File: config.mk
export PLATFORM = sky130hd
export DESIGN_NAME = packed_seven_bit_pixel_unpacker
export DESIGN_NICKNAME = d
export VERILOG_FILES = /design/src/hw/rtl/psbpu_pkg.sv /design/src/hw/rtl/packed_seven_bit_pixel_unpacker.sv
export SDC_FILE = /design/constraint.sdc
export NUM_CORES = 1
export LEC_CHECK = 0
export BUFFER_PORTS_ARGS = -buffer_cell sky130_fd_sc_hd__buf_2
export CORE_ASPECT_RATIO = 0.6
export CORE_MARGIN = 2
export CORE_UTILIZATION = 60
export CTS_BUF_LIST = sky130_fd_sc_hd__clkbuf_8
export DETAILED_ROUTE_END_ITERATION = 16
export PLACE_DENSITY = 0.8
export SKIP_CTS_REPAIR_TIMING = 1
export SLEW_MARGIN = 25
export SYNTH_ARGS = -nofsm -noshare
export SYNTH_HDL_FRONTEND = slang
export SYNTH_SLANG_ARGS = --single-unit
File: constraint.sdc
create_clock -name aclk -period 17 [get_ports aclk]
set_clock_uncertainty 0.1 [all_clocks]
set_input_delay 4.25 -clock aclk [delete_from_list [all_inputs] [get_ports aclk]]
set_output_delay 4.25 -clock aclk [all_outputs]
set_load 0.01 [all_outputs]
File: src/hw/rtl/psbpu_pkg.sv
// Shared types, constants and helper functions for the seven-bit pixel unpacker.
`default_nettype none

package psbpu_pkg;

    // Configuration register indexes.
    localparam int CFG_INDEX_W = 3;
    typedef logic [CFG_INDEX_W-1:0] cfg_index_t;

    localparam cfg_index_t REG_IMAGE_WIDTH  = 3'd0;
    localparam cfg_index_t REG_IMAGE_HEIGHT = 3'd1;
    localparam cfg_index_t REG_CROP_COL_MIN = 3'd2;
    localparam cfg_index_t REG_CROP_ROW_MIN = 3'd3;
    localparam cfg_index_t REG_CROP_COL_MAX = 3'd4;
    localparam cfg_index_t REG_CROP_ROW_MAX = 3'd5;

    // Whole-screen geometry.
    localparam logic [7:0] SCREEN_COLS = 8'd140;
    localparam logic [7:0] SCREEN_ROWS = 8'd192;

    localparam int ADDR_W   = 14;
    localparam int TDATA_IN_W  = 8;
    localparam int TDATA_OUT_W = 48;

    typedef logic [ADDR_W-1:0] addr_t;

    // One result item, last field in the lowest bits.
    typedef struct packed {
        logic       image_done;
        addr_t      next_address;
        logic [7:0] pixel_column;
        logic [7:0] pixel_row;
        logic       second_valid;
        logic [3:0] pixel_second;
        logic       first_valid;
        logic [3:0] pixel_first;
    } result_t;

    localparam int RESULT_W = $bits(result_t);

    // Bit i of the source moves to bit 6-i.
    function automatic logic [6:0] rev7(input logic [6:0] v);
        logic [6:0] r;
        for (int i = 0; i < 7; i++) begin
            r[6-i] = v[i];
        end
        return r;
    endfunction

    // Interleaved screen address: (r/64)*0x28 + ((r%64)/8)*0x80 + (r%8)*0x400
    // plus the bank select from the low byte bit and the byte pair offset.
    function automatic addr_t screen_address(input logic [7:0] row, input logic [6:0] byte_idx);
        logic [ADDR_W-1:0] group_part;
        logic [ADDR_W-1:0] block_part;
        logic [ADDR_W-1:0] line_part;
        logic [ADDR_W-1:0] bank_part;
        logic [ADDR_W-1:0] pair_part;
        group_part = (ADDR_W'(row[7:6]) << 5) + (ADDR_W'(row[7:6]) << 3);
        block_part = ADDR_W'(row[5:3]) << 7;
        line_part  = ADDR_W'(row[2:0]) << 10;
        bank_part  = ADDR_W'(byte_idx[0]) << 13;
        pair_part  = ADDR_W'(byte_idx[6:1]);
        return group_part + block_part + line_part + bank_part + pair_part;
    endfunction

endpackage

`default_nettype wire

File: src/hw/rtl/packed_seven_bit_pixel_unpacker.sv
// Top level of the seven-bit packed pixel unpacker with its config registers.
`default_nettype none

// Each accepted source byte contributes its low 7 bits, bit-reversed, to a small
// bit store and yields one result item with up to two 4-bit pixels, their row and
// column, crop-window valid flags, the address of the byte expected next and an
// image-complete flag. The unpacker takes one byte per clock; its result goes into
// a single output register on acceptance, and a new byte is taken whenever that
// register is empty or being drained in the same cycle. Image width 0 selects the
// whole 140x192 screen with interleaved row bases and alternating 8K banks; any
// other width uses the width and height registers with sequential addresses from
// 0. Bytes arriving after the last row produce items with no valid pixels. The
// user must configure via the cfg channel only while idle; it is not enforced.
module packed_seven_bit_pixel_unpacker (
    input  wire logic                              aclk,
    input  wire logic                              aresetn,
    // Configuration write channel.
    input  wire logic                              cfg_valid,
    output logic                                   cfg_ready,
    input  wire logic [psbpu_pkg::CFG_INDEX_W-1:0] cfg_index,
    input  wire logic [7:0]                        cfg_data,
    // Source bytes.
    input  wire logic                              s_tvalid,
    output logic                                   s_tready,
    input  wire logic [psbpu_pkg::TDATA_IN_W-1:0]  s_tdata,   // [7:0] source_byte
    // Result items.
    output logic                                   m_tvalid,
    input  wire logic                              m_tready,
    // [3:0] pixel_first, [4] first_valid, [8:5] pixel_second, [9] second_valid,
    // [17:10] pixel_row, [25:18] pixel_column, [39:26] next_address,
    // [40] image_done, [47:41] zero
    output logic [psbpu_pkg::TDATA_OUT_W-1:0]      m_tdata
);
    import psbpu_pkg::*;

    // Configuration registers.
    logic [7:0] image_width_reg;
    logic [7:0] image_height_reg;
    logic [7:0] crop_col_min_reg;
    logic [7:0] crop_row_min_reg;
    logic [7:0] crop_col_max_reg;
    logic [7:0] crop_row_max_reg;

    // Unpack state.
    logic [6:0] bit_store_reg,   bit_store_next;
    logic [2:0] bits_left_reg,   bits_left_next;
    logic [7:0] column_count_reg, column_count_next;
    logic [7:0] row_count_reg,   row_count_next;
    logic [6:0] byte_in_row_reg, byte_in_row_next;
    addr_t      seq_addr_reg,    seq_addr_next;
    logic       done_flag_reg,   done_flag_next;

    // Output stage.
    logic    m_tvalid_reg;
    result_t result_reg, result_next;

    logic s_accept;
    logic m_accept;
    logic cfg_accept;

    assign cfg_ready  = 1'b1;
    assign cfg_accept = cfg_valid && cfg_ready;
    assign s_tready   = !m_tvalid_reg || m_tready;
    assign s_accept   = s_tvalid && s_tready;
    assign m_accept   = m_tvalid_reg && m_tready;
    assign m_tvalid   = m_tvalid_reg;
    assign m_tdata    = {(TDATA_OUT_W - RESULT_W)'(0), result_reg};

    // ------------------------------------------------------------------
    // Configuration decode.
    always_ff @(posedge aclk) begin
        if (!aresetn) begin
            image_width_reg  <= 8'd0;
            image_height_reg <= 8'd0;
            crop_col_min_reg <= 8'd0;
            crop_row_min_reg <= 8'd0;
            crop_col_max_reg <= 8'hff;
            crop_row_max_reg <= 8'hff;
        end else if (cfg_accept) begin
            unique case (cfg_index)
                REG_IMAGE_WIDTH:  image_width_reg  <= cfg_data;
                REG_IMAGE_HEIGHT: image_height_reg <= cfg_data;
                REG_CROP_COL_MIN: crop_col_min_reg <= cfg_data;
                REG_CROP_ROW_MIN: crop_row_min_reg <= cfg_data;
                REG_CROP_COL_MAX: crop_col_max_reg <= cfg_data;
                REG_CROP_ROW_MAX: crop_row_max_reg <= cfg_data;
                default: ;
            endcase
        end
    end

    // ------------------------------------------------------------------
    // Per-byte unpack logic.
    logic       screen_mode;
    logic [7:0] row_width;
    logic [7:0] row_total;
    logic       complete_now;
    logic       complete_after;
    logic [6:0] rev_bits;
    logic [1:0] b_cnt;
    logic [2:0] nb;
    logic [8:0] ncol;
    logic [8:0] ncol_plus;
    logic       has_second;
    logic       row_end;
    logic [7:0] row_inc;
    logic       row_in_crop;
    logic       col_in_crop;
    logic       ncol_in_crop;
    logic [10:0] merged;
    logic [3:0] p1;
    logic [3:0] p2;

    assign screen_mode = (image_width_reg == 8'd0);
    assign row_width   = screen_mode ? SCREEN_COLS : image_width_reg;
    assign row_total   = screen_mode ? SCREEN_ROWS : image_height_reg;
    assign complete_now = done_flag_reg || (row_count_reg >= row_total);

    assign rev_bits  = rev7(s_tdata[6:0]);
    assign b_cnt     = bits_left_reg[1:0];
    assign nb        = {1'b0, b_cnt} + 3'd3;
    assign ncol      = {1'b0, column_count_reg} + 9'd1;
    assign ncol_plus = ncol + 9'd1;

    // Leftover bits shifted up, new bits filling the low end below them.
    assign merged = ({4'd0, bit_store_reg} << (3'd4 - {1'b0, b_cnt}))
                  | {4'd0, rev_bits >> nb};
    assign p1 = merged[3:0];

    // A second pixel exists when the row has room and enough bits remain.
    assign has_second = (ncol < {1'b0, row_width}) && (nb >= 3'd4);
    assign p2 = 4'(rev_bits >> (nb - 3'd4));

    assign row_end = has_second ? (ncol_plus >= {1'b0, row_width})
                                : (ncol >= {1'b0, row_width});
    assign row_inc = (row_count_reg < 8'hff) ? row_count_reg + 8'd1 : row_count_reg;

    assign row_in_crop  = (row_count_reg >= crop_row_min_reg) &&
                          (row_count_reg <= crop_row_max_reg);
    assign col_in_crop  = (column_count_reg >= crop_col_min_reg) &&
                          (column_count_reg <= crop_col_max_reg);
    assign ncol_in_crop = (ncol >= {1'b0, crop_col_min_reg}) &&
                          (ncol <= {1'b0, crop_col_max_reg});

    always_comb begin
        bit_store_next    = bit_store_reg;
        bits_left_next    = bits_left_reg;
        column_count_next = column_count_reg;
        row_count_next    = row_count_reg;
        byte_in_row_next  = byte_in_row_reg;
        seq_addr_next     = seq_addr_reg;
        done_flag_next    = done_flag_reg;

        result_next              = '0;
        result_next.pixel_row    = row_count_reg;
        result_next.pixel_column = column_count_reg;

        if (!complete_now) begin
            result_next.pixel_first = p1;
            result_next.first_valid = row_in_crop && col_in_crop;
            if (has_second) begin
                result_next.pixel_second = p2;
                result_next.second_valid = row_in_crop && ncol_in_crop;
            end

            bit_store_next = rev_bits;
            seq_addr_next  = seq_addr_reg + addr_t'(1);
            if (row_end) begin
                column_count_next = 8'd0;
                bits_left_next    = 3'd0;
                byte_in_row_next  = 7'd0;
                row_count_next    = row_inc;
                if (row_inc >= row_total) begin
                    done_flag_next = 1'b1;
                end
            end else begin
                bits_left_next    = has_second ? nb - 3'd4 : nb;
                byte_in_row_next  = byte_in_row_reg + 7'd1;
                column_count_next = has_second ? ncol_plus[7:0] : ncol[7:0];
            end
        end

        // Address and completion are reported for the state after this byte.
        complete_after = done_flag_next || (row_count_next >= row_total);
        result_next.image_done = complete_after;
        if (!screen_mode) begin
            result_next.next_address = seq_addr_next;
        end else if (complete_after) begin
            result_next.next_address = '0;
        end else begin
            result_next.next_address = screen_address(row_count_next, byte_in_row_next);
        end
    end

    always_ff @(posedge aclk) begin
        if (!aresetn) begin
            bit_store_reg    <= '0;
            bits_left_reg    <= '0;
            column_count_reg <= '0;
            row_count_reg    <= '0;
            byte_in_row_reg  <= '0;
            seq_addr_reg     <= '0;
            done_flag_reg    <= 1'b0;
        end else if (s_accept) begin
            bit_store_reg    <= bit_store_next;
            bits_left_reg    <= bits_left_next;
            column_count_reg <= column_count_next;
            row_count_reg    <= row_count_next;
            byte_in_row_reg  <= byte_in_row_next;
            seq_addr_reg     <= seq_addr_next;
            done_flag_reg    <= done_flag_next;
        end
    end

    // ------------------------------------------------------------------
    // Output register.
    always_ff @(posedge aclk) begin
        if (!aresetn) begin
            m_tvalid_reg <= 1'b0;
        end else if (s_accept) begin
            m_tvalid_reg <= 1'b1;
        end else if (m_accept) begin
            m_tvalid_reg <= 1'b0;
        end
    end

    always_ff @(posedge aclk) begin
        if (s_accept) begin
            result_reg <= result_next;
        end
    end

    // ------------------------------------------------------------------
    // Assertions.
    a_done_sticky: assert property (@(posedge aclk) disable iff (!aresetn)
        done_flag_reg |=> done_flag_reg)
        else $error("done flag cleared without reset");

    a_bits_left_range: assert property (@(posedge aclk) disable iff (!aresetn)
        !bits_left_reg[2])
        else $error("bit store holds more than three leftover bits");

    a_ready_when_empty: assert property (@(posedge aclk) disable iff (!aresetn)
        !m_tvalid_reg |-> s_tready)
        else $error("input stalled while output register is empty");

    a_result_follows: assert property (@(posedge aclk) disable iff (!aresetn)
        s_accept |=> m_tvalid_reg)
        else $error("accepted item produced no result");

    a_second_needs_room: assert property (@(posedge aclk) disable iff (!aresetn)
        (s_accept && result_next.second_valid) |-> (b_cnt != 2'd0))
        else $error("second pixel reported without enough stored bits");

endmodule

`default_nettype wire

==> impl_metrics.toml <==
[sta]
slew_violations = 0
setup_tns_ns = 0
post-route-period-util_pct = 52.8
worst_slew_pin_slew_ns = 1.02
whs_ns = 0.362
slew_headroom_pct = 32.2
fin_crit_ns = 8.98
clock.fmax_mhz = 111
final-hold-violation-count = 0
rsz0062_at_grt = "no"
setup_viol = 0

[worst_setup_path]
required_ns = 12.65
crit_path_frequent_cell = "buf_2"
path_class = "primary input to primary output"
r2r_setup_slack_ns = 9.24
timing.rr.end = "m_tdata[36]$_DFFE_PP_"
cp.arrival_ns = 4.63
path_cells = "buf_2 -> nand2b_1 -> buf_2"
r2r_start = "column_count_reg[1]$_SDFFE_PN0P_"
setup.worst_path.end_class = "primary output"
critPathSlowestCell = "nand2b_1"
start_kind = "primary input"
cpPeakStageDelay_ns = 0.15
reg2reg_depth = 23
path_max_fanout = 3

[final_layout]
post-route-util_pct = 67.3
drive_gt1_share_pct = 12.0
syn2layout_area_growth_pct = 9.29
fin_area_sq_um = 9790
largest_reg_flops = 41
nFillCells = 1206
fin_cells = 1278
multi_input_area_sq_um = 5420
nets = 1188
seq_area_sq_um = 3090

[place]
numPortBuffers = 65
dp.cells = 1245
place_area_sq_um = 9350
place.gp.congestion = 0.934
dp_hpwl_mm = 15.6

[detailed_routing]
drt-total-wl_mm = 22.2
drc_errors = 0
drt.antenna.violating_nets = 0
wl_per_cell_microns = 17.4
viasPerCell = 5.97
dr.pass1.iters = 5
num_vias = 7630
drtIter0Drc = 663

[global_route]
grt_start_max_net_pins = 94
grt_antenna_before_repair = 1
grt_pass1_wl_mm = 35.9
grt_remaining_overflow = 0
track_usage_pct = 28.4
first_global_vias = 6962

[synthesis]
synth_xor_xnor_area_share_pct = 5.47
avgSynthCellArea_sq_um = 8.75
yosys-top-cells-area = "dfxtp_1 21%, edfxtp_1 14%, ha_1 14%"
synth_top_area_cell = "dfxtp_1"
synth_top_cell_area_share_pct = 20.8
synth_seq_cells = 134
synth-simple-area-share_pct = 21.0
ys.flop_type = "dfxtp_1"
async_flop_share_pct = 0
netlist_top_cells_count = "160 x nand2_1, 97 x ha_1, 93 x dfxtp_1"
synthMuxAreaShare_pct = 2.44
yosysMostFrequentCell = "nand2_1"
syn_area_sq_um = 8960
yosys_warnings = 0
ys_seq_area_share_pct = 34.5
synth_edf_count = 41
synth_top_family_by_area = "simple AND/OR/NAND/NOR gates"
synth-compound-area-share_pct = 17.5
synth_cell_type_count = 81
synth_adder_area_share_pct = 13.8
postSynthCellCount = 1024

[power]
cellLeakagePower_nw = 4.12
p_per_area_nw_per_um2 = 92.3
peakVddDrop_mv = 0.0585

[clock_tree]
cts_tree = "done"
cts_max_level = 4
ctsLongestPathBuffers = 2
clk_latency_ns = 0.44
cts_made_buffers = 17
cts_root_buf = "clkbuf_8"
cts_sinks = 134
clkTransAtPathRegs_ns = 0.07

[hold_path]
holdPathEnd = "image_height_reg[0]$_SDFFE_PN0P_"
holdCritStartpoint = "image_height_reg[0]$_SDFFE_PN0P_"
hold_class = "flop to flop"
hold_depth = 2

[status]
status = "completed"

[job]
maxCapViolations = 0

[floorplan]
pin_count = 75
fp.dieW_microns = 162
core_sq_um = 14500
rows = 34
dieArea_sq_um = 16000
die_y_microns = 98.7
initial_utilization_pct = 61.6
how the worst max path moves through the flow:
stage               startpoint  endpoint
detailed placement    m_tready  s_tready
global placement      m_tready  s_tready
floorplan             m_tready  s_tready
global route          m_tready  s_tready
finish                m_tready  s_tready
CTS                   m_tready  s_tready
metal layers:
metal	vias to the layer above	wire [microns]	track usage, %
met1	3535	10700	42.9
met3	38	2380	7.24
li1	3706	-	-
met4	0	336	7.35
met2	351	8760	40.4
met5	-	0	0
worst max-delay path: cells and delay by family:
| family | cells | cell delay, ns |
|---|---|---|
| and+or+nand+nor | 1 | 0.15 |
| buffers and inverters | 2 | 0.23 |
through the flow:
stage	setup WS [ns]	total power, W
6_report	8.02	0.000904
2_1_floorplan	8.22	0.000540
5_1_grt	7.97	0.000948
3_3_place_gp	8.01	0.000598
3_5_place_dp	8.01	0.000605
4_1_cts	8.01	0.000903
cells by family after synthesis:
kind of cell | after synthesis
AND/OR/NAND/NOR | 382
AO/OA/AOI/OAI | 223
flip-flops | 134
buffers and inverters | 111
adder cells (fa/ha/maj) | 98
XOR/XNOR | 56
multiplexers | 18
other | 2
power breakdown:
group / leakage (nW) / switching [W] / internal, W / total, W
combinational: 2.73 / 0.000146 / 0.0000858 / 0.000232
sequential: 1.17 / 0.0000185 / 0.000355 / 0.000373
clock: 0.216 / 0.000137 / 0.000161 / 0.000298
total: 4.12 / 0.000302 / 0.000602 / 0.000904
cells in the final DEF (no fill, tap or decap), types with 3 or more instances in the layout:
cell type,instances
a21oi_1,45
nor3b_1,5
a31oi_1,3
a41oi_1,3
xnor2_1,32
xor2_1,24
edfxtp_1,41
o211a_1,4
a211oi_1,5
mux4_2,3
o21a_1,5
a22oi_1,5
nor2_1,52
bufinv_16,4
clkbuf_8,17
or3_1,9
nor4_1,5
nand3_1,32
buf_2,65
ha_1,97
o22ai_1,9
nand2b_1,12
buf_4,8
inv_6,4
o211ai_1,20
nand2_1,160
a21o_1,12
nor3_1,16
o21ai_0,36
and3_1,6
and2_1,19
a21boi_0,48
nand4_1,19
clkinvlp_4,3
conb_1,8
mux2i_1,14
nor2b_1,23
dfxtp_1,93
inv_1,54
or2_2,4
area by class of cell:
| class | instances | area share, % |
|---|---|---|
| multi-input combinational | 785 | 55.4 |
| clock buffer | 17 | 2.39 |
| timing repair buffer | 73 | 3.94 |
| sequential | 134 | 31.6 |
| clock inverter | 15 | 2.07 |
| tap | 198 | 2.53 |
| antenna | 1 | 0.0256 |
| inverter | 55 | 2.11 |
Power figures use the tool's default switching activity.
